**src/rtl/bsc_pkg.sv**
```systemverilog
// ----------------------------------------------------------------------------
// bsc_pkg
// Shared widths, codes and types for the bounded subinterval counter.
// ----------------------------------------------------------------------------
`default_nettype none

package bsc_pkg;

  // Width of a position or a length
  localparam int unsigned POS_WIDTH  = 31;
  // A range size reaches 2^POS_WIDTH, so one extra bit
  localparam int unsigned N_W        = POS_WIDTH + 1;
  // Sum of the first and last term of the arithmetic series
  localparam int unsigned S_W        = POS_WIDTH + 2;
  // Any count fits below 2^(2*POS_WIDTH)
  localparam int unsigned CNT_W      = 2 * POS_WIDTH;
  localparam int unsigned TOTAL_W    = 62;
  localparam int unsigned SAT_W      = (CNT_W > TOTAL_W) ? CNT_W : TOTAL_W;
  localparam logic [TOTAL_W-1:0] TOTAL_MAX = '1;

  localparam int unsigned IN_DATA_W  = ((4 * POS_WIDTH + 7) / 8) * 8;
  localparam int unsigned OUT_DATA_W = ((TOTAL_W + 7) / 8) * 8;
  localparam int unsigned CASE_W     = 2;

  // Inclusion-exclusion terms
  localparam int unsigned NUM_TERMS  = 4;
  localparam int unsigned TERM_T     = 0;
  localparam int unsigned TERM_L     = 1;
  localparam int unsigned TERM_R     = 2;
  localparam int unsigned TERM_C     = 3;

  localparam int unsigned CFG_IDX_W  = 1;

  typedef enum logic [CASE_W-1:0] {
    CASE_DISJOINT = 2'd0,
    CASE_EQUAL    = 2'd1,
    CASE_OVERLAP  = 2'd2
  } bsc_case_e;

  typedef enum logic [CFG_IDX_W-1:0] {
    REG_MIN_LEN = 1'b0,
    REG_MAX_LEN = 1'b1
  } bsc_reg_e;

  typedef logic [POS_WIDTH-1:0] bsc_pos_t;
  typedef logic [N_W-1:0]       bsc_len_t;
  typedef logic [CNT_W-1:0]     bsc_cnt_t;

  // Load enables for the three stages inside a span unit
  typedef struct packed {
    logic s2;
    logic s3;
    logic s4;
  } bsc_adv_t;

endpackage

`default_nettype wire

```
**src/rtl/bsc_prep.sv**
```systemverilog
// ----------------------------------------------------------------------------
// bsc_prep
// Stage 1: classify the two ranges and form the size of each term's span.
// ----------------------------------------------------------------------------
`default_nettype none

module bsc_prep (
  input  wire logic                                      clk_i,
  input  wire logic                                      en_i,
  input  wire bsc_pkg::bsc_pos_t                         start_lo_i,
  input  wire bsc_pkg::bsc_pos_t                         start_hi_i,
  input  wire bsc_pkg::bsc_pos_t                         end_lo_i,
  input  wire bsc_pkg::bsc_pos_t                         end_hi_i,
  output bsc_pkg::bsc_len_t [bsc_pkg::NUM_TERMS-1:0]     n_o,
  output logic [bsc_pkg::NUM_TERMS-1:0]                  nz_o,
  output bsc_pkg::bsc_case_e                             case_o,
  output logic                                           live_o
);
  import bsc_pkg::*;

  bsc_len_t [NUM_TERMS-1:0] lo, hi1;
  bsc_len_t [NUM_TERMS-1:0] n_d, n_q;
  logic [NUM_TERMS-1:0]     nz_d, nz_q;
  bsc_len_t                 slo, elo, shi_p1, ehi_p1;
  logic                     disjoint, equal, empty;
  bsc_case_e                case_d, case_q;
  logic                     live_d, live_q;

  // Spans are [lo, hi1) with hi1 one past the last position
  always_comb begin
    slo    = {1'b0, start_lo_i};
    elo    = {1'b0, end_lo_i};
    shi_p1 = {1'b0, start_hi_i} + N_W'(1);
    ehi_p1 = {1'b0, end_hi_i} + N_W'(1);

    lo[TERM_T] = slo;    hi1[TERM_T] = ehi_p1;
    lo[TERM_L] = slo;    hi1[TERM_L] = elo;
    lo[TERM_R] = shi_p1; hi1[TERM_R] = ehi_p1;
    lo[TERM_C] = shi_p1; hi1[TERM_C] = elo;

    for (int i = 0; i < NUM_TERMS; i++) begin
      n_d[i]  = hi1[i] - lo[i];
      nz_d[i] = hi1[i] > lo[i];
    end

    disjoint = (start_hi_i < end_lo_i) || (end_hi_i < start_lo_i);
    equal    = (start_lo_i == end_lo_i) && (start_hi_i == end_hi_i);
    empty    = (start_lo_i > start_hi_i) || (end_lo_i > end_hi_i);

    if (disjoint) begin
      case_d = CASE_DISJOINT;
    end else if (equal) begin
      case_d = CASE_EQUAL;
    end else begin
      case_d = CASE_OVERLAP;
    end
    live_d = !empty && (disjoint || equal);
  end

  always_ff @(posedge clk_i) begin
    if (en_i) begin
      n_q    <= n_d;
      nz_q   <= nz_d;
      case_q <= case_d;
      live_q <= live_d;
    end
  end

  assign n_o    = n_q;
  assign nz_o   = nz_q;
  assign case_o = case_q;
  assign live_o = live_q;

endmodule

`default_nettype wire

```
**config.mk**
```make
export PLATFORM = sky130hd
export DESIGN_NAME = bsc_prep
export DESIGN_NICKNAME = d
export VERILOG_FILES = /design/src/rtl/bsc_pkg.sv /design/src/rtl/bsc_prep.sv
export SDC_FILE = /design/constraint.sdc
export NUM_CORES = 1
export LEC_CHECK = 0
export BUFFER_PORTS_ARGS = -buffer_cell sky130_fd_sc_hd__buf_2
export CAP_MARGIN = 20
export CORE_UTILIZATION = 35
export CTS_CLUSTER_SIZE = 14
export DETAILED_ROUTE_END_ITERATION = 16
export GPL_TIMING_DRIVEN = 0
export MAX_ROUTING_LAYER = met4
export SLEW_MARGIN = 15
export SYNTH_ARGS = -nofsm -noshare
export SYNTH_HDL_FRONTEND = slang
export SYNTH_SLANG_ARGS = --single-unit
```
**constraint.sdc**
```tcl
create_clock -name clk_i -period 10 [get_ports clk_i]
set_input_delay 2 -clock clk_i [delete_from_list [all_inputs] [get_ports clk_i]]
set_output_delay 2 -clock clk_i [all_outputs]
set_load 0.05 [all_outputs]
```
Word-level counts from Yosys, hierarchy flattened
Index checks and enable logic that the tools add are counted.
{ "totals": {"register_bits": 135, "inputBits": 126, "word_cells": 30} }
{ "classes": {"reduce_logical": 6, "addsub": 6, "n_mux": 1, "n_lt_le_gt_ge": 8, "n_eq_ne": 2} }
{ "ops": {"columns": ["cell", "count"], "rows": [
  ["$gt A31 B31 Y1", 3],
  ["$add A31 B1 Y32 const B", 2],
  ["$eq A31 B31 Y1", 2],
  ["$lt A31 B31 Y1", 2],
  ["$gt A31 B32 Y1", 1],
  ["$gt A32 B31 Y1", 1],
  ["$gt A32 B32 Y1", 1],
  ["$sub A31 B31 Y32", 1],
  ["$sub A31 B32 Y32", 1],
  ["$sub A32 B31 Y32", 1],
  ["$sub A32 B32 Y32", 1],
  ["$logic_or A1 B1 Y1", 3],
  ["$logic_and A1 B1 Y1", 2],
  ["$mux W2", 1],
  ["$logic_not A1 Y1", 1]
]} }

Depth between registers and ports, before layout
{ "depth": {"depth_word": 4, "mapped_depth": 19, "mapped_depth_nobuf": 18} }

Worst setup path after synthesis
OpenSTA, ideal clock, no wires.
{ "synth_timing": {"kind": "input to register", "start": "in start_hi_i[8]", "end": "reg n_q, in the netlist n_o[91], data pin", "setup_ns": 0.260, "slack_ns": 4.407, "t_arrival_ns": 5.333, "path_stages": 17, "path_cell_list": "clkbuf_2 -> nand4_1 -> clkbuf_1 -> nor4_2 -> xnor2_1 -> ha_1 -> a21o_1 -> a21o_1 -> a21oi_1 -> o21ai_0 -> a21oi_1 -> o21ai_0 -> a31oi_1 -> o21ai_0 -> a41o_1 -> a21oi_1 -> xnor2_1"} }
{ "synth_lines": {"columns": ["element", "line", "text"], "rows": [
  ["start, declared", "bsc_prep.sv:11", "input wire bsc_pkg::bsc_pos_t start_hi_i,"],
  ["end signal, assigned", "bsc_prep.sv:62", "n_q <= n_d;"],
  ["end, declared", "bsc_prep.sv:22", "bsc_len_t [NUM_TERMS-1:0] n_d, n_q;"]
]} }

==> flow_summary.yaml <==
pwr:
  clkPwrFrac: 0.254
  p_comb_frac: 0.443
  finalPower_w: 0.002566
  internal-power_w: 0.001483
  total_leakage_power_nw: 8.129
  p_per_area_nw_per_um2: 143.6
  seq_power_share: 0.303
  power.net_switching_w: 0.001083
  switching_share: 0.4219
  peakVddDrop_v: 0.00009502
synth:
  ys_ff_latch: 135
  synth_nets: 2060
  netlist_instances: 1697
  yosysWarningCount: 0
  syn_area_um2: 15190
  synthArstFlopShare: 0
  yosysUniqueCellTypes: 71
  synth.avg_cell_area_um2: 8.952
  ys.flop_type: "edfxtp_1"
  synth-seq-area-share: 0.2669
  synth_edf_count: 135
global_routing:
  grt_pass1_wl_um: 78600
  grtUsageTotal: 0.2486
  overflow: 0
  grt_max_degree: 99
  antenna_found_initial: 11
  grt_pass1_vias: 13140
place:
  hpwl_um: 45440
  portBuffers: 260
  routabilityCongestion: 0.9630
  pre_cts_ws_ns: 3.221
routing:
  post_drt_wl_per_cell_um: 20.82
  detail-route-antenna-nets: 0
  via_per_inst: 5.408
  drtPass1Iterations: 5
  drc: 0
  drtIter0Drc: 957
  route.vias.total: 13940
  routed_wl_um: 53660
sta:
  rsz0062_at_grt: "no"
  fin_setup_tns_ns: 0
  finalSetupViolCount: 0
  finalMaxSlewViolations: 0
  layout_setup_ws_ns: 3.562
  fin_crit_sh: 0.6438
  worst_slew_pin_slew_ns: 1.026
  timing_hold_violations_final: 0
  period_minus_slack_ns: 6.438
  fmax_mhz: 155.3
  slew_headroom: 0.3112
clocking:
  ctsResizeCount: 0
  cts_max_level: 4
  cts_made_buffers: 17
  clkTransAtPathRegs_ns: 0.06
  postCtsSetupBuffers: 0
  clock-sinks: 135
  cts.hold.buffers_added: 0
  tritoncts: "yes"
  clock_path_buffers: 2
  clock-root-buffer: "clkbuf_16"
finish:
  fillers: 4316
  nets: 2341
  layout_common_cells: "buf_2 (263), ha_1 (233), inv_1 (166), xnor2_1 (148), edfxtp_1 (135)"
  mostFrequentLayoutCell: "buf_2"
  syn2layout_area_growth_pct: 17.62
  layout-drive-gt1-share: 0.1669
  multiInputGateArea_um2: 10390
  ff_latch_area_um2: 4054
floorplan:
  ioPinCount: 261
  start_util: 0.3581
  die_w_um: 210.3
  dieArea_um2: 44240
  die_h_um: 210.3
  core_area_um2: 42420
  num_rows: 75
run_status:
  status: "completed"
worst_setup_path:
  cp_max_fo: 10
  crit_type: "input pin to flop"
  endpoint_kind: "flop"
  setup.worst_path.start_class: "input pin"
  crit_arrival_ns: 6.69
  required_ns: 10.26
flow_run:
  maxCapViolCount: 0
min_path:
  hold_class: "input pin to flop"
-- per-stage QoR --
stage                     instances  instance area (um^2)  hold slack [ns]    util
after floorplan                1697                 15190            2.113       -
after global placement         2534                 17210            2.476  0.4058
after detailed placement       2535                 17250            2.405  0.4067
after CTS                      2565                 17830            1.919  0.4204
after global routing           2577                 17870            1.933  0.4212
final                          2577                 17870            1.926  0.4212
-- cells by family (layout without fill, tap and decap cells) --
kind of cell,after synthesis,count (layout),synth area share
DFF,135,135,0.2669
muxes,2,2,0.001318
buffers and inverters,196,488,0.04950
and+or+nand+nor,475,475,0.1676
xor gates and xnor gates,200,200,0.1189
adders and majority gates,246,246,0.2032
AOI/OAI and AO/OA,443,443,0.1926
other,0,11,0
-- worst paths after layout --
kind	endpoint	slack [ns]	cells past startpoint	from
worst max-delay path	n_o[90]	3.56	14	start_hi_i[1]
worst min-delay path	n_o[102]	1.93	1	en_i
-- cell usage after synthesis, types with 5 or more instances --
library cell	instances	area (um^2)
a211o_1	6	52.55
a211oi_1	19	142.6
a21boi_0	11	82.58
a21o_1	87	653.1
a21oi_1	120	600.6
a31oi_1	18	112.6
and2_1	12	75.07
and3_1	17	106.4
and4_1	5	43.79
clkbuf_1	21	78.83
edfxtp_1	135	4054
ha_1	233	2915
inv_1	166	623.1
maj3_1	8	80.08
nand2_1	72	270.3
nand2b_1	24	150.1
nand3_1	51	255.2
nand4_1	58	362.9
nor2_1	96	360.4
nor2b_1	44	275.3
nor3_1	33	165.2
nor4_1	21	131.4
nor4_2	5	62.56
o211ai_1	10	75.07
o21a_1	34	255.2
o21ai_0	71	355.3
o21bai_1	16	120.1
o31ai_1	9	67.56
or2_2	12	75.07
or3_1	9	56.30
xnor2_1	148	1296
xor2_1	48	420.4
-- per-layer routing --
metal | up-vias | part of all wire | global-route usage | wire [um]
met4 | 0 | 0.028 | 0.09112 | 1477
met5 | - | 0 | - | 0
met2 | 446 | 0.45 | 0.3761 | 24020
met3 | 53 | 0.054 | 0.03069 | 2895
li1 | 6830 | - | - | -
met1 | 6608 | 0.47 | 0.3394 | 25260
-- flip-flops by register name, summed over array words and instances, names as in the netlist --
signal	flops
nz_o	4
case_o	2
live_o	1
n_o	128
-- final cells by class --
class,count,share of cell area
clock buffer,17,0.02381
sequential,135,0.2269
buffer,29,0.007003
clock inverter,13,0.008684
multi-input combinational,1366,0.5812
timing repair buffer,262,0.07535
tap,577,0.04041
inverter,167,0.03508
antenna,11,0.001541
-- worst max-delay path: stages --
cell and delay, ns:
buf_2 0.17, ha_1 0.29, nand4_4 0.21, nor4_2 0.69, xnor2_1 0.49, ha_1 0.51
and4_1 0.27, and3_1 0.26, a21boi_0 0.34, o21ai_0 0.22, a211o_1 0.41, a211oi_1 0.36
o21ai_0 0.14, a221oi_1 0.32
-- power groups by stage --
stage / logic [W] / registers [W] / clock network [W]
floorplan: 0.000490 / 0.00110 / 0
CTS: 0.00113 / 0.000780 / 0.000668
detailed placement: 0.00112 / 0.000790 / 0
global placement: 0.00112 / 0.000791 / 0
global route: 0.00122 / 0.000787 / 0.000689
finish: 0.00114 / 0.000777 / 0.000652
Power figures use the tool's default switching activity.
