File: src/rtl/bsc_pkg.sv
// ----------------------------------------------------------------------------
// bsc_pkg
// Shared widths, codes and types for the bounded subinterval counter.
// ----------------------------------------------------------------------------
`default_nettype none

package bsc_pkg;

  // Width of a position or a length
  localparam int unsigned POS_WIDTH  = 31;
  // A range size reaches 2^POS_WIDTH, so one extra bit
  localparam int unsigned N_W        = POS_WIDTH + 1;
  // Sum of the first and last term of the arithmetic series
  localparam int unsigned S_W        = POS_WIDTH + 2;
  // Any count fits below 2^(2*POS_WIDTH)
  localparam int unsigned CNT_W      = 2 * POS_WIDTH;
  localparam int unsigned TOTAL_W    = 62;
  localparam int unsigned SAT_W      = (CNT_W > TOTAL_W) ? CNT_W : TOTAL_W;
  localparam logic [TOTAL_W-1:0] TOTAL_MAX = '1;

  localparam int unsigned IN_DATA_W  = ((4 * POS_WIDTH + 7) / 8) * 8;
  localparam int unsigned OUT_DATA_W = ((TOTAL_W + 7) / 8) * 8;
  localparam int unsigned CASE_W     = 2;

  // Inclusion-exclusion terms
  localparam int unsigned NUM_TERMS  = 4;
  localparam int unsigned TERM_T     = 0;
  localparam int unsigned TERM_L     = 1;
  localparam int unsigned TERM_R     = 2;
  localparam int unsigned TERM_C     = 3;

  localparam int unsigned CFG_IDX_W  = 1;

  typedef enum logic [CASE_W-1:0] {
    CASE_DISJOINT = 2'd0,
    CASE_EQUAL    = 2'd1,
    CASE_OVERLAP  = 2'd2
  } bsc_case_e;

  typedef enum logic [CFG_IDX_W-1:0] {
    REG_MIN_LEN = 1'b0,
    REG_MAX_LEN = 1'b1
  } bsc_reg_e;

  typedef logic [POS_WIDTH-1:0] bsc_pos_t;
  typedef logic [N_W-1:0]       bsc_len_t;
  typedef logic [CNT_W-1:0]     bsc_cnt_t;

  // Load enables for the three stages inside a span unit
  typedef struct packed {
    logic s2;
    logic s3;
    logic s4;
  } bsc_adv_t;

endpackage

`default_nettype wire

File: src/rtl/bsc_span.sv
// ----------------------------------------------------------------------------
// bsc_span
// Stages 2 to 4: count the intervals of bounded length inside one span.
// ----------------------------------------------------------------------------
`default_nettype none

module bsc_span (
  input  wire logic               clk_i,
  input  wire bsc_pkg::bsc_adv_t  adv_i,
  input  wire bsc_pkg::bsc_pos_t  dmin_i,
  input  wire bsc_pkg::bsc_pos_t  dmax_i,
  input  wire bsc_pkg::bsc_len_t  n_i,
  input  wire logic               nz_i,
  output bsc_pkg::bsc_cnt_t       cnt_o
);
  import bsc_pkg::*;

  bsc_len_t             dmin_n, dmax_n;

  // stage 2
  bsc_len_t             n_q, m_d, m_q;
  logic                 zero2_d, zero2_q;

  // stage 3
  bsc_len_t             k, a, b;
  logic [S_W-1:0]       s;
  bsc_len_t             opa_d, opa_q;
  logic [S_W-1:0]       opb_d, opb_q;
  logic                 zero3_q;

  // stage 4
  logic [N_W+S_W-1:0]   prod;
  bsc_cnt_t             cnt_d, cnt_q;

  assign dmin_n = {1'b0, dmin_i};
  assign dmax_n = {1'b0, dmax_i};

  always_comb begin
    zero2_d = !nz_i || (n_i < dmin_n) || (dmax_i < dmin_i);
    m_d     = (n_i < dmax_n) ? n_i : dmax_n;
  end

  // Series of (n+1-d) for d in [dmin, m]: k terms, first a, last b
  always_comb begin
    k = m_q - dmin_n + N_W'(1);
    a = n_q + N_W'(1) - dmin_n;
    b = n_q + N_W'(1) - m_q;
    s = S_W'(a) + S_W'(b);
    // halve whichever factor is even
    if (k[0]) begin
      opa_d = k;
      opb_d = {1'b0, s[S_W-1:1]};
    end else begin
      opa_d = {1'b0, k[N_W-1:1]};
      opb_d = s;
    end
  end

  always_comb begin
    prod  = (N_W+S_W)'(opa_q) * (N_W+S_W)'(opb_q);
    cnt_d = zero3_q ? '0 : prod[CNT_W-1:0];
  end

  always_ff @(posedge clk_i) begin
    if (adv_i.s2) begin
      n_q     <= n_i;
      m_q     <= m_d;
      zero2_q <= zero2_d;
    end
    if (adv_i.s3) begin
      opa_q   <= opa_d;
      opb_q   <= opb_d;
      zero3_q <= zero2_q;
    end
    if (adv_i.s4) begin
      cnt_q   <= cnt_d;
    end
  end

  assign cnt_o = cnt_q;

endmodule

`default_nettype wire

File: config.mk
export PLATFORM = sky130hd
export DESIGN_NAME = bsc_span
export DESIGN_NICKNAME = d
export VERILOG_FILES = /design/src/rtl/bsc_pkg.sv /design/src/rtl/bsc_span.sv
export SDC_FILE = /design/constraint.sdc
export NUM_CORES = 2
export LEC_CHECK = 0
export BUFFER_PORTS_ARGS = -buffer_cell sky130_fd_sc_hd__buf_4
export CAP_MARGIN = 25
export CORE_ASPECT_RATIO = 1.5
export CORE_MARGIN = 1.5
export CORE_UTILIZATION = 50
export CTS_BUF_LIST = sky130_fd_sc_hd__clkbuf_8
export CTS_CLUSTER_DIAMETER = 50
export CTS_CLUSTER_SIZE = 20
export DETAILED_ROUTE_END_ITERATION = 8
export PLACE_DENSITY = 0.69
export SYNTH_ARGS = -nofsm -noshare
export SYNTH_HDL_FRONTEND = slang
export SYNTH_SLANG_ARGS = --single-unit
File: constraint.sdc
create_clock -name clk_i -period 7.6 [get_ports clk_i]
set_input_delay 0.38 -clock clk_i [delete_from_list [all_inputs] [get_ports clk_i]]
set_output_delay 0.38 -clock clk_i [all_outputs]
set_load 0.1 [all_outputs]
# Word level (Yosys, flattened, before mapping)
# Cells that the tools add are included.
# op_classes
mul	1
muxes	3
reduce_logical	3
magnitude_cmp	3
add_sub_neg	6
# op_table
op	count
32-bit by 1-bit adder with 32-bit output (second input constant)	2
32-bit by 31-bit less-than comparator with 1-bit output	2
32-bit by 31-bit subtractor with 32-bit output	2
32-bit by 33-bit multiplier with 62-bit output	1
31-bit two-way mux	2
32-bit by 32-bit adder with 33-bit output	1
32-bit two-way mux	1
32-bit subtractor	1
31-bit less-than comparator	1
1-bit logical OR	2
1-bit logical NOT	1
# word_totals
elab_cells	27
register_bits	193

# Longest topological paths before layout
# depth
ltp_word	4
depth_mapped	29
ltp_nobuf	27

# Least setup slack after synthesis
# Ideal clock, no wire load.
# synth_timing
path_kind	register to register
startpoint	reg opb_q[32]
endpoint	reg cnt_q[52] (netlist: cnt_o[52]), data pin
setup_slack_ps	317
setup_ps	260
required_time_ps	7340
stages_incl_launch_ff	27
t_arrival_ps	7024
path_cell_list	edfxtp_1 -> clkbuf_1 -> clkbuf_1 -> nand2_1 -> fa_1 -> inv_1 -> fa_1 -> inv_1 -> fa_1 -> fa_1 -> inv_1 -> fa_1 -> inv_1 -> fa_1 -> fa_1 -> fa_1 -> inv_1 -> ha_1 -> and2_1 -> and3_1 -> a21o_1 -> a211oi_1 -> o21ai_0 -> a21oi_1 -> o21ai_0 -> a31oi_1 -> mux2_2
# synth_between
elab_chain_cells	1
# synth_rtl
element	line_no	rtl
start: declaration	bsc_span.sv:28	logic [S_W-1:0] opb_d, opb_q;
start signal: assignment	bsc_span.sv:72	opb_q <= opb_d;
32-bit by 33-bit multiplier with 62-bit output	bsc_span.sv:60	prod = (N_W+S_W)'(opa_q) * (N_W+S_W)'(opb_q);
end signal: assignment	bsc_span.sv:76	cnt_q <= cnt_d;
end: declaration	bsc_span.sv:33	bsc_cnt_t cnt_d, cnt_q;
# Every way passes these cells.
# A chain may end at the register's enable or synchronous reset.

# Worst setup path in the final report
# layout_timing
startpoint	reg opb_q[17]
endpoint	reg cnt_q[56] (netlist: cnt_o[56]), data pin
# The elaborated chain is that of the path after synthesis.

==> metrics.md <==
| Metric | Value |
|---|---|
| Status | finished, violations left |
| Failing checks | design-rule violations, negative setup slack |
| Arr. time, crit path | 8120 ps |
| Area share of fa/ha/maj cells after synthesis | 49.2% |
| Post-synthesis mux area share | 1.67% |
| Pin count of the biggest net entering global routing | 67 |
| Fin nets | 7309 |
| Layout area overhead | 14.4% |
| Post-synthesis cell area | 50100 um2 |
| Initial antenna violation count | 4 |
| Post-Syn Nets | 6973 |
| Clock transition at path regs | 130 ps |
| Global route overflow | 0 |
| Yosys reg bits | 193 |
| CTS buffer count | 17 |
| Final hold vios | 0 |
| Core area | 99700 um2 |
| Rows | 142 |
| CTS sink cnt | 193 |
| Worst Hold Class | input port to flop |
| Synth unique cells | 84 |
| Most frequent cell after synthesis | inv_1 |
| Routability cong. | 0.981 |
| Via Count | 39.8k |
| Syn Area/Cell | 9.18 um2 |
| Final setup fails | 3 |
| Critical-path cell list | buf_6, and2_4, fa_1, inv_1, fa_1, fa_1, fa_1, inv_1, fa_1, fa_1, fa_1, fa_1, ha_4, nand4_1, or4_4, a21oi_4, o211ai_1, buf_4, o211a_4, o21ai_4, a41oi_2, mux2_4 |
| Synth top area share | 37.1% |
| Fmax | 0.130 GHz |
| Fin worst setup slack | -94.6 ps |
| Chip width | 262 um |
| Max transition margin | 33.8% |
| Unrepaired setup endpoints after global routing | true |
| Reg-to-Reg Start | opb_q[17] |
| CTS tree | done |
| GR Util met3 | 3.44% |
| Layout cells sized above 1 | 14.2% |
| Worst Path Required | 8020 ps |
| Longest Clk Path Bufs | 2 |
| Synth Area in Simple Gates | 16.1% |
| Latest clock arrival within the worst-skew pair | 650 ps |
| Kind of end point of the critical path | flop |
| Slew Limit Fails | 0 |
| Met1 usage | 30.9% |
| DR WL/cell | 21.2 um |
| First-pass GRT wire length | 230000 um |
| Die footprint | 102000 um2 |
| CP delay by family, top | adder cells |
| Largest cells by area after synthesis | fa_1 37%, ha_1 12%, edfxtp_1 12% |
| Ratio of final minimum period to clock period | 101% |
| Crit path time final | 7690 ps |
| Hold Crit Start | dmax_i[13] |
| Worst-path fanout max | 6 |
| CTS root buf | clkbuf_8 |
| GR Util met2 | 53.6% |
| Startpoint Class | flop |
| DRT antenna net count | 0 |
| Worst slew pin tran | 993 ps |
| Die Span Y | 391 um |
| EDFF count, synth | 193 |
| Routed wire length | 151000 um |
| Vias per Instance | 5.60 |
| Clock skew | 27.1 ps |
| CP bufs+invs | 4 |
| DRT iter0 DRCs | 2439 |
| Reg-to-Reg End | cnt_o[56] |
| Largest family of logic cells by synthesized area | adder cells |
| Syn Inst Count | 5459 |
| R2r setup slk | -90 ps |
| CP max stage cell | or4_4 |
| Synth warn | 0 |
| Min-Delay Endpoint | m_q[13] |
| Placement Setup Slack | -366 ps |
| Total GRT Usage | 29.9% |
| Post-synthesis compound-gate area fraction | 8.41% |
| Cell depth of the worst hold path | 2 |
| Commonest cells post-synth | 1072 x inv_1, 928 x fa_1, 685 x nand2_1 |
| FF-to-FF path depth | 22 |
| CP peak stage delay | 590 ps |
| Max Cap Violations | 0 |
| Initial Utilization | 50.3% |
| Post-synthesis xor/xnor area fraction | 3.11% |
| Post-DP HPWL | 125000 um |
| Htree depth | 4 |
| WS Path Type | flop to flop |
| Register area share after synthesis | 11.6% |
| Vias in the first global route | 42.4k |
| Number of remaining DRC errors | 8 |
| Synth Flop Type | edfxtp_1 |
| GR peak layer | met2 |
| Num ports | 161 |
| Fraction of registers with async set/reset | 0% |
| Port bufs | 160 |
| Area leader, netlist | fa_1 |
| Drt first pass iters | 9 |
| Most frequent CP cell | fa_1 |
## metrics by stage
stage	area, um2	cells	utilization [%]	hold slack [ps]	TNS [ps]
floorplan	50100	5459	-	400	0
global placement	54700	6976	54.9	414	-2990
detailed placement	54700	6976	54.9	410	-4300
CTS	56100	7069	56.3	0.0298	-24.1
global route	57300	7107	57.5	48.5	-2030
finish	57300	7108	57.5	73.2	-154
## metal layers
metal,vias to the layer above,share of wire (%)
met5,-,0
met4,0,9.9
met3,607,4.3
met2,1357,52
met1,20140,34
li1,17732,-
## cell usage in the layout, fill, tap and decap left out, types with 19 or more instances in the layout
cell type,count
mux2_2,67
o21a_1,34
o21bai_1,27
fa_2,39
buf_12,41
nand4_1,32
buf_4,419
and2_1,484
edfxtp_1,193
nor2_1,167
nand2_1,683
a211oi_1,28
nor2b_1,40
a31oi_1,21
inv_1,1060
xor2_1,64
xnor2_1,113
a21oi_1,155
buf_6,41
and3_1,23
ha_1,468
nor3_1,43
a21o_1,95
and2_4,19
nand3_1,53
a21oi_2,21
o21ai_0,103
fa_1,889
dlygate4sd3_1,39
## worst max path at each step
| stage | from | to | cells after the start | slack [ps] |
|---|---|---|---|---|
| 4_1_cts | opb_q[17] | cnt_o[56] | 23 | -10 |
| 6_report | opb_q[17] | cnt_o[56] | 22 | -90 |
| 3_5_place_dp | opa_q[5] | cnt_o[51] | 29 | -370 |
| 3_3_place_gp | opa_q[5] | cnt_o[51] | 29 | -310 |
| 2_1_floorplan | opb_q[32] | cnt_o[52] | 26 | 320 |
| 5_1_grt | opb_q[8] | cnt_o[56] | 25 | -240 |
## layout make-up
type / instances / area [um2]
flip-flops and latches: 193 / 5800
inverters: 1073 / 4030
multi-input cells: 3953 / 40400
diodes: 4 / 10.0
well taps: 1296 / 1620
fillers: 8730 / 42400
clock buffers: 17 / 234
repair buffers: 557 / 5110
clock inverters: 15 / 169
## flip-flops by register name (all words and copies together), names as in the netlist
register,cells
zero3_q,1
cnt_o,62
opa_q,32
m_q,32
opb_q,33
zero2_q,1
n_q,32
## logic make-up after synthesis
kind of cell | count (synthesis)
AND/OR/NAND/NOR | 1646
adder cells (fa/ha/maj) | 1415
buffers and inverters | 1313
AO/OA/AOI/OAI | 638
flip-flops | 193
XOR/XNOR | 178
multiplexers | 75
other | 1
## worst register-to-register path, cell delays in order (launching register included)
cell and delay [ps]:
edfxtp_1 530, buf_6 170, and2_4 150, fa_1 470
inv_1 50, fa_1 490, fa_1 470, fa_1 560
inv_1 50, fa_1 480, fa_1 570, fa_1 460
fa_1 500, ha_4 330, nand4_1 180, or4_4 590
a21oi_4 140, o211ai_1 130, buf_4 190, o211a_4 260
o21ai_4 230, a41oi_2 160, mux2_4 320
## what timing repair did
item	4_1_cts	5_1_grt
endpoints found under the setup margin	26	31
endpoints found under the hold margin	46	0
setup buffers	22	34
pin swaps	68	89
hold buffers	39	0
gates resized for setup	94	206
gates cloned	0	6
Power is not shown: default switching activity piles up to over one toggle a cycle in this logic, so the estimate is an artifact.
