==> src/rtl/bsc_pkg.sv <==
// ----------------------------------------------------------------------------
// bsc_pkg
// Shared widths, codes and types for the bounded subinterval counter.
// ----------------------------------------------------------------------------
`default_nettype none

package bsc_pkg;

  // Width of a position or a length
  localparam int unsigned POS_WIDTH  = 31;
  // A range size reaches 2^POS_WIDTH, so one extra bit
  localparam int unsigned N_W        = POS_WIDTH + 1;
  // Sum of the first and last term of the arithmetic series
  localparam int unsigned S_W        = POS_WIDTH + 2;
  // Any count fits below 2^(2*POS_WIDTH)
  localparam int unsigned CNT_W      = 2 * POS_WIDTH;
  localparam int unsigned TOTAL_W    = 62;
  localparam int unsigned SAT_W      = (CNT_W > TOTAL_W) ? CNT_W : TOTAL_W;
  localparam logic [TOTAL_W-1:0] TOTAL_MAX = '1;

  localparam int unsigned IN_DATA_W  = ((4 * POS_WIDTH + 7) / 8) * 8;
  localparam int unsigned OUT_DATA_W = ((TOTAL_W + 7) / 8) * 8;
  localparam int unsigned CASE_W     = 2;

  // Inclusion-exclusion terms
  localparam int unsigned NUM_TERMS  = 4;
  localparam int unsigned TERM_T     = 0;
  localparam int unsigned TERM_L     = 1;
  localparam int unsigned TERM_R     = 2;
  localparam int unsigned TERM_C     = 3;

  localparam int unsigned CFG_IDX_W  = 1;

  typedef enum logic [CASE_W-1:0] {
    CASE_DISJOINT = 2'd0,
    CASE_EQUAL    = 2'd1,
    CASE_OVERLAP  = 2'd2
  } bsc_case_e;

  typedef enum logic [CFG_IDX_W-1:0] {
    REG_MIN_LEN = 1'b0,
    REG_MAX_LEN = 1'b1
  } bsc_reg_e;

  typedef logic [POS_WIDTH-1:0] bsc_pos_t;
  typedef logic [N_W-1:0]       bsc_len_t;
  typedef logic [CNT_W-1:0]     bsc_cnt_t;

  // Load enables for the three stages inside a span unit
  typedef struct packed {
    logic s2;
    logic s3;
    logic s4;
  } bsc_adv_t;

endpackage

`default_nettype wire

==> src/rtl/bsc_merge.sv <==
// ----------------------------------------------------------------------------
// bsc_merge
// Stage 5: combine the term counts, saturate, and hold the output item.
// ----------------------------------------------------------------------------
`default_nettype none

module bsc_merge (
  input  wire logic                                     clk_i,
  input  wire logic                                     en_i,
  input  wire logic                                     live_i,
  input  wire bsc_pkg::bsc_case_e                       case_i,
  input  wire bsc_pkg::bsc_cnt_t [bsc_pkg::NUM_TERMS-1:0] cnt_i,
  output logic [bsc_pkg::OUT_DATA_W-1:0]                tdata_o,
  output logic [bsc_pkg::CASE_W-1:0]                    tuser_o
);
  import bsc_pkg::*;

  bsc_cnt_t                diff, total;
  logic [SAT_W-1:0]        total_ext;
  logic [TOTAL_W-1:0]      total_sat;
  logic [OUT_DATA_W-1:0]   tdata_d, tdata_q;
  logic [CASE_W-1:0]       tuser_q;

  // Wrapping arithmetic is exact since the true count is never negative
  always_comb begin
    diff = (cnt_i[TERM_T] - cnt_i[TERM_L]) - (cnt_i[TERM_R] - cnt_i[TERM_C]);
    if (!live_i) begin
      total = '0;
    end else if (case_i == CASE_DISJOINT) begin
      total = diff;
    end else begin
      total = cnt_i[TERM_T];
    end
    total_ext = SAT_W'(total);
    total_sat = (total_ext > SAT_W'(TOTAL_MAX)) ? TOTAL_MAX : total_ext[TOTAL_W-1:0];
    tdata_d   = OUT_DATA_W'(total_sat);
  end

  always_ff @(posedge clk_i) begin
    if (en_i) begin
      tdata_q <= tdata_d;
      tuser_q <= case_i;
    end
  end

  assign tdata_o = tdata_q;
  assign tuser_o = tuser_q;

endmodule

`default_nettype wire

==> config.mk <==
export PLATFORM = sky130hd
export DESIGN_NAME = bsc_merge
export DESIGN_NICKNAME = d
export VERILOG_FILES = /design/src/rtl/bsc_pkg.sv /design/src/rtl/bsc_merge.sv
export SDC_FILE = /design/constraint.sdc
export NUM_CORES = 1
export LEC_CHECK = 0
export ABC_AREA = 1
export BUFFER_PORTS_ARGS = -buffer_cell sky130_fd_sc_hd__buf_4
export CELL_PAD_IN_SITES_DETAIL_PLACEMENT = 1
export CELL_PAD_IN_SITES_GLOBAL_PLACEMENT = 1
export CORE_AREA = 2 2 180 182
export CTS_BUF_LIST = sky130_fd_sc_hd__clkbuf_4
export CTS_CLUSTER_DIAMETER = 50
export CTS_CLUSTER_SIZE = 10
export DETAILED_ROUTE_END_ITERATION = 8
export DIE_AREA = 0 0 182 184
export GPL_TIMING_DRIVEN = 0
export HOLD_SLACK_MARGIN = 0.03
export PLACE_DENSITY_LB_ADDON = 0.08
export SYNTH_ARGS = -nofsm -noshare
export SYNTH_HDL_FRONTEND = slang
export SYNTH_SLANG_ARGS = --single-unit
export TNS_END_PERCENT = 10
==> constraint.sdc <==
create_clock -name clk_i -period 4.1 [get_ports clk_i]
set_input_delay 0.41 -clock clk_i [delete_from_list [all_inputs] [get_ports clk_i]]
set_output_delay 0.41 -clock clk_i [all_outputs]
set_load 0.05 [all_outputs]
### Word-level counts from Yosys, hierarchy flattened

Index checks and enable logic that the tools add are counted.
W data, S select, Z words.

| word-level totals | value |
|---|---|
| flip-flop bits (word level) | 64 |
| output and inout bits | 66 |
| logic and storage cells | 9 |

| operators by class | value |
|---|---|
| add/sub/neg operators | 3 |
| reduce and logical (&&, ||, !) cells | 1 |
| mux-type cells | 2 |
| $lt $le $gt $ge | 1 |

Operators by type and width:

| cell | count |
|---|---|
| $sub A62 B62 Y62 | 3 |
| $mux W62 | 2 |
| $gt A62 B62 Y1 const B | 1 |
| $logic_not A2 Y1 | 1 |

### Logic depth before layout (Yosys ltp)

Gate-level depths: netlist of the first run.

| depth | value |
|---|---|
| depth after elaboration | 5 |
| depth in mapped cells | 20 |
| depth with buffers taken out | 20 |

### Least setup slack after synthesis of the first run

OpenSTA, ideal clock, no wires.

| path | value |
|---|---|
| path type | input port to flip-flop |
| start | input cnt_i[62] (netlist name) |
| end | register tdata_q[32], in the netlist tdata_o[32], data pin |
| arrival | 2962 ps |
| library setup time | 255 ps |
| stages | 19 |
| path slack | 883 ps |
| required time | 3845 ps |
| buffers on the path | 0 |
| path through | inv_1 fa_1 inv_1 fa_1 inv_1 ha_1 fa_1 nand3_1 nand3_1 nand2_1 nand2_1 nand2_1 nand2_1 nand2_1 nand2_1 nand2_1 nand2_1 o21ai_0 inv_1 |

| between the ends | value |
|---|---|
| longest elaborated chain between the ends | 5 |

Ends and longest elaborated chain:

| what | RTL line | source |
|---|---|---|
| from (decl) | bsc_merge.sv:12 | `input wire bsc_pkg::bsc_cnt_t [bsc_pkg::NUM_TERMS-1:0] cnt_i,` |
| $sub A62 B62 Y62 (*) (2 in a row) | bsc_merge.sv:26 | `diff = (cnt_i[TERM_T] - cnt_i[TERM_L]) - (cnt_i[TERM_R] - cnt_i[TERM_C]);` |
| $mux W62 (*) | bsc_merge.sv:29 | `end else if (case_i == CASE_DISJOINT) begin` |
| $mux W62 (*) | bsc_merge.sv:27 | `if (!live_i) begin` |
| $gt A62 B62 Y1 | bsc_merge.sv:35 | `total_sat = (total_ext > SAT_W'(TOTAL_MAX)) ? TOTAL_MAX : total_ext[TOTAL_W-1:0];` |
| to (signal assigned) | bsc_merge.sv:41 | `tdata_q <= tdata_d;` |
| to (decl) | bsc_merge.sv:21 | `logic [OUT_DATA_W-1:0] tdata_d, tdata_q;` |

Mark *: on every way between the ends. The rest lies on a longest branch, timed or not.
A chain may end at the register's enable or synchronous reset.

### Final worst setup path of the first run

| path | value |
|---|---|
| start | input cnt_i[8] (netlist name) |
| end | register tdata_q[49], in the netlist tdata_o[49], data pin |

| between the ends | value |
|---|---|
| longest elaborated chain between the ends | 5 |

Ends and longest elaborated chain:

| what | RTL line |
|---|---|
| $sub A62 B62 Y62 (2 in a row) | bsc_merge.sv:26 |
| $mux W62 (*) | bsc_merge.sv:29 |
| $mux W62 (*) | bsc_merge.sv:27 |
| $gt A62 B62 Y1 | bsc_merge.sv:35 |

Marked as above.

==> results of run 1 <==
[cell usage in the layout, fill, tap and decap left out, types with 2 or more instances in the layout]
master,synthesis,routed
clkbuf_4,0,11
buf_1,3,3
nand4_1,10,10
buf_4,2,318
nor4_2,2,2
nand2_1,562,562
bufinv_16,0,2
buf_2,2,2
inv_1,585,585
edfxtp_1,64,64
o21ai_0,37,37
ha_1,62,62
o211ai_1,10,10
a21oi_1,91,91
nor3_2,7,7
nor4_1,2,2
nand3_2,2,2
and2_1,4,4
nor2_2,13,13
nor3_1,4,4
nor2_4,2,2
nor2_1,123,123
xor2_1,13,13
inv_2,5,5
conb_1,1,2
fa_1,122,122
a211oi_1,2,2
clkbuf_1,14,14
o21bai_1,5,5
nand3_1,92,92
nand2_2,19,19
xnor2_1,4,4
[area by class of cell]
class                           instances  area, µm²  share of cell area (%)
Antenna cell                            1       2.50                  0.0167
Buffer                                 21       88.8                   0.594
Clock buffer                           11       82.6                   0.553
Clock inverter                          5       81.3                   0.544
Inverter                              591       2220                    14.8
Multi-Input combinational cell       1195       7670                    51.3
Sequential cell                        64       1920                    12.9
Tap cell                              402        503                    3.37
Timing Repair Buffer                  316       2370                    15.9
[sequential cells by signal, indices dropped and copies added, names as in the netlist]
| register | flops |
|---|---|
| tuser_o | 2 |
| tdata_o | 62 |
[per-layer routing]
| layer | share of wire, % | GRT usage [%] | vias to the layer above |
|---|---|---|---|
| met2 | 51 | 53.1 | 291 |
| met5 | 0 | 0 | - |
| met1 | 42 | 33.8 | 5906 |
| li1 | - | - | 6106 |
| met3 | 4.7 | 4.54 | 54 |
| met4 | 2.7 | 8.48 | 0 |
[critical path, delay by kind of cell]
family                     cells  cell delay [ps]
buffers and inverters          4              230
adders and majority gates      3             1440
and+or+nand+nor               10             1800
[power groups by stage]
stage,logic [mW],registers (mW),clock network (mW)
floorplan,2.86,1.11,0
global placement,4.59,0.847,0
detailed placement,4.71,0.853,0
CTS,4.73,0.838,0.603
global route,5.31,0.844,0.618
finish,4.72,0.837,0.592
[through the flow]
step	std cells	setup WS [ps]	hold slack (ps)	total power, mW
3_5_place_dp	2589	18.7	599	5.56
3_3_place_gp	2589	22.7	599	5.44
2_1_floorplan	1871	883	509	3.97
4_1_cts	2605	580	44.7	6.17
6_report	2606	511	82.5	6.15
5_1_grt	2606	323	64.8	6.77
[kinds of logic (layout without fill, tap and decap cells)]
| logic type | after synthesis | count (layout) | share of synthesized area [%] |
|---|---|---|---|
| XOR/XNOR | 17 | 17 | 1.25 |
| adder cells (fa/ha/maj) | 184 | 184 | 27.0 |
| other | 1 | 3 | 0.0315 |
| flip-flops | 64 | 64 | 16.2 |
| AO/OA/AOI/OAI | 146 | 146 | 6.50 |
| buffers and inverters | 612 | 944 | 19.4 |
| AND/OR/NAND/NOR | 846 | 846 | 29.6 |
[worst min path at each step]
stage	depth (start not counted)	slack (ps)	endpoint
after global routing	1	60	tuser_o[0]
final	1	80	tuser_o[1]
after CTS	1	40	tuser_o[1]
after global placement	1	600	tuser_o[0]
after floorplan	0	510	tuser_o[0]
after detailed placement	1	600	tuser_o[1]
==> flow_summary.yaml, run 1 <==
clock_network:
  postCtsResizedCells: 0
  cts_tree: "done"
  path_clk_slew_ps: 150
  cts.sinks: 64
  holdBufCountCts: 0
  cts-root-buf: "clkbuf_4"
  cts_setup_buffers: 0
  cts_max_level: 3
  clockBufferDepth: 2
  cts_buffers: 9
placement:
  port-buffer-count: 316
  hpwlAfterDp_um: 41500
  place.gp.congestion: 0.898
  placed_area_um2: 14800
timing:
  slew_headroom_pct: 31.8
  setup_viol: 0
  min_period_ps: 3590
  tightest_slew_ps: 1020
  drv_slew: 0
  tns_ps: 0
  rsz0062_at_grt: "no"
  hold_viol: 0
  finalCritPeriodShare_pct: 87.5
  fmax_ghz: 0.279
finish:
  fin_util_pct: 47.6
  fillerInstances: 4296
  nNetsFinal: 2635
  layout-drive-gt1-share_pct: 17.6
  final_cell_area_um2: 14900
  area_delta_synth_final_pct: 25.6
grt:
  gr-usage-all-layers_pct: 28.5
  grt_first_pass_wirelength_um: 72000
  grt_pass1_vias: 13600
  grt_remaining_overflow: 0
  grt_max_degree: 65
  antenna_found_initial: 1
synth:
  syn_area_per_cell_um2: 6.36
  yosysMostFrequentCell: "inv_1"
  yosysTopAreaCell: "fa_1"
  synth_cell_types: 36
  ys_async_sr_fraction_pct: 0
  synth-edff-count: 64
  ys_seq_area_share_pct: 16.2
  synthFlopType: "edfxtp_1"
  synth_area_um2: 11900
  ys.warnings.count: 0
  synth.area.top_cells: "fa_1, inv_1, nand2_1, edfxtp_1, ha_1"
  syn_inst: 1870
  ys_ff_latch: 64
  netlist.area_leader.share_pct: 20.5
  synthTopCellsByCount: "inv_1, nand2_1, nor2_1"
pwr:
  ir_drop_v: 0.000161
  p_per_area_nw_per_um2: 411
  pwr-share-clk_pct: 9.6
  comb_power_share_pct: 76.8
  p_seq_share_pct: 13.6
  p_sw_share_pct: 58.0
  p_switching_mw: 3.56
  power.internal_mw: 2.58
  power_leakage_nw: 8.96
floorplan:
  ioPinCount: 319
  start_util_pct: 37.9
  die_y_um: 184
  die_x_um: 182
  coreArea_um2: 31400
  num_rows: 65
  die_area_um2: 33500
outcome:
  status: "completed"
setup_path:
  crit_path_start: "cnt_i[8]"
  crit_slowest_cell: "fa_1"
  endpoint_kind: "register"
  crit_top_cell: "nand3_1"
  path_cells: "buf_4 -> inv_1 -> fa_1 -> fa_1 -> inv_1 -> ha_1 -> nand2_2 -> nor2_1 -> nand3_1 -> nand3_1 -> nand2_1 -> nand2_1 -> nand3_1 -> nand3_1 -> nand3_1 -> nand2_1 -> inv_1"
  critPathKind: "primary input to register"
  critPathCapture: "tdata_o[49]"
  cpPeakStageDelay_ps: 540
  crit_required_ps: 4390
  worstPathArrival_ps: 3880
  start_kind: "primary input"
  cp_max_fo: 5
route:
  ant_nets: 0
  wire_per_inst_um: 18.1
  drc: 0
  routed_via_density: 4.74
  vias: 12400
  drtPass1Iterations: 5
  detail_route.iter0.violations: 472
  wirelength_um: 47100
min_path:
  hp-start: "case_i[1]"
  hold_class: "primary input to register"
run:
  drv_cap: 0
No activity file was read; power rests on OpenSTA's default activity.
==> run 2, diff against run 1 <==
- CELL_PAD_IN_SITES_DETAIL_PLACEMENT: 1 -> unset
- CELL_PAD_IN_SITES_GLOBAL_PLACEMENT: 1 -> unset
- CORE_AREA: 2 2 180 182 -> 2 2 176 178
- DIE_AREA: 0 0 182 184 -> 0 0 178 180
==> run 2 against run 1 <==
  * Cell count down 0.12%
  * Final area is 0.38% lower
  * Worst hold slack got worse by 21 ps
  * Die area decreased by 4.3%
  * Clock power down 23%
==> flow_summary.yaml, run 2 (synthesized netlist as in run 1, its figures left out) <==
finish:
  final_cell_mix: "inv_1, nand2_1, buf_4"
  ff_latch_area_um2: 1920
  multi_input_comb_area_um2: 7670
  layout-drive-gt1-share_pct: 17.5
  area_delta_synth_final_pct: 25.1
  final_cell_area_um2: 14900
  fin_util_pct: 49.3
  nNetsFinal: 2635
  largest_reg_flops: 62
  fillerInstances: 3210
  layout_commonest_cell: "inv_1"
outcome:
  status: "completed"
run:
  drv_cap: 0
floorplan:
  die_area_um2: 32000
  num_rows: 64
  ioPinCount: 319
  start_util_pct: 39.4
  die_y_um: 180
  die_x_um: 178
  coreArea_um2: 30200
clock_network:
  cts_setup_buffers: 0
  cts.sinks: 64
  holdBufCountCts: 0
  postCtsResizedCells: 0
  path_clk_slew_ps: 160
  cts-root-buf: "clkbuf_4"
  cts_buffers: 9
  cts_tree: "done"
  clockBufferDepth: 2
  cts_max_level: 3
pwr:
  p_seq_share_pct: 14.2
  comb_power_share_pct: 78.0
  p_sw_share_pct: 58.5
  p_per_area_nw_per_um2: 393
  power.internal_mw: 2.43
  ir_drop_v: 0.000157
  power_leakage_nw: 8.93
  p_switching_mw: 3.43
  pwr-share-clk_pct: 7.8
placement:
  hpwlAfterDp_um: 36200
  placed_area_um2: 14800
  port-buffer-count: 316
  dp_slack_ps: 33.1
  place.gp.congestion: 0.915
timing:
  tightest_slew_ps: 967
  rsz0062_at_grt: "no"
  hold_viol: 0
  min_period_ps: 3520
  fmax_ghz: 0.284
  setup_ws_ps: 577
  finalCritPeriodShare_pct: 85.9
  setup_viol: 0
  drv_slew: 0
  tns_ps: 0
  slew_headroom_pct: 35.6
grt:
  grt_first_pass_wirelength_um: 64000
  grt_max_degree: 65
  antenna_found_initial: 2
  grt_pass1_vias: 11900
  grt_remaining_overflow: 0
  gr-usage-all-layers_pct: 26.4
route:
  drtPass1Iterations: 6
  ant_nets: 0
  wire_per_inst_um: 15.9
  wirelength_um: 41500
  detail_route.iter0.violations: 690
  routed_via_density: 4.60
  drc: 0
  vias: 12000
setup_path:
  critPathCapture: "tdata_o[56]"
  crit_required_ps: 4430
  crit_slowest_cell: "fa_1"
  cpPeakStageDelay_ps: 520
  critPathKind: "primary input to register"
  path_cells: "buf_4 -> fa_1 -> inv_1 -> fa_1 -> inv_1 -> ha_1 -> fa_1 -> nand3_1 -> nand3_1 -> nand2_1 -> nand2_1 -> nand3_1 -> nand3_1 -> nand2_1 -> nand2_1 -> nand2_1 -> nand3_1 -> nand2_1 -> inv_1"
  crit_top_cell: "nand2_1"
  cp_num_buf_inv: 4
  cp_max_fo: 3
  endpoint_kind: "register"
  path_depth: 19
  cpLargestDelayFamily: "adder cells"
  start_kind: "primary input"
  worstPathArrival_ps: 3850
  crit_path_start: "cnt_i[0]"
min_path:
  hold_class: "primary input to register"
[run 2: layout make-up]
| type | instances | share of cell area, % |
|---|---|---|
| clock inverter | 6 | 0.252 |
| tap | 396 | 3.33 |
| buffer | 21 | 0.597 |
| sequential | 64 | 12.9 |
| timing repair buffer | 316 | 15.9 |
| multi-input combinational | 1195 | 51.5 |
| antenna | 5 | 0.0840 |
| clock buffer | 9 | 0.454 |
| inverter | 591 | 14.9 |
[run 2: power groups by stage]
stage	Clock, mW	Combinational, mW	Sequential, mW
2_1_floorplan	0	2.86	1.11
3_3_place_gp	0	4.55	0.848
3_5_place_dp	0	4.57	0.849
4_1_cts	0.457	4.59	0.834
5_1_grt	0.483	5.17	0.840
6_report	0.455	4.57	0.833
[run 2: worst min path at each step]
stage	slack, ps	end	cells past startpoint	startpoint
after global placement	600	tuser_o[1]	1	case_i[1]
after detailed placement	600	tuser_o[1]	1	case_i[1]
after floorplan	510	tuser_o[0]	0	case_i[0]
after CTS	40	tuser_o[1]	1	case_i[1]
final	60	tuser_o[1]	1	case_i[1]
after global routing	30	tuser_o[0]	1	case_i[0]
[run 2: layer usage]
| metal | vias up | global-route usage (%) | share of wire, % |
|---|---|---|---|
| li1 | 6115 | - | - |
| met1 | 5503 | 34.9 | 44 |
| met2 | 320 | 46.0 | 49 |
| met3 | 39 | 2.69 | 5.0 |
| met4 | 0 | 6.85 | 2.3 |
| met5 | - | 0 | 0 |
[run 2: through the flow]
step           instances  hold slack, ps  total power [mW]
2_1_floorplan       1871             509              3.97
3_3_place_gp        2583             599              5.40
3_5_place_dp        2583             601              5.42
4_1_cts             2598            42.0              5.88
5_1_grt             2603            34.6              6.49
6_report            2603            61.4              5.86
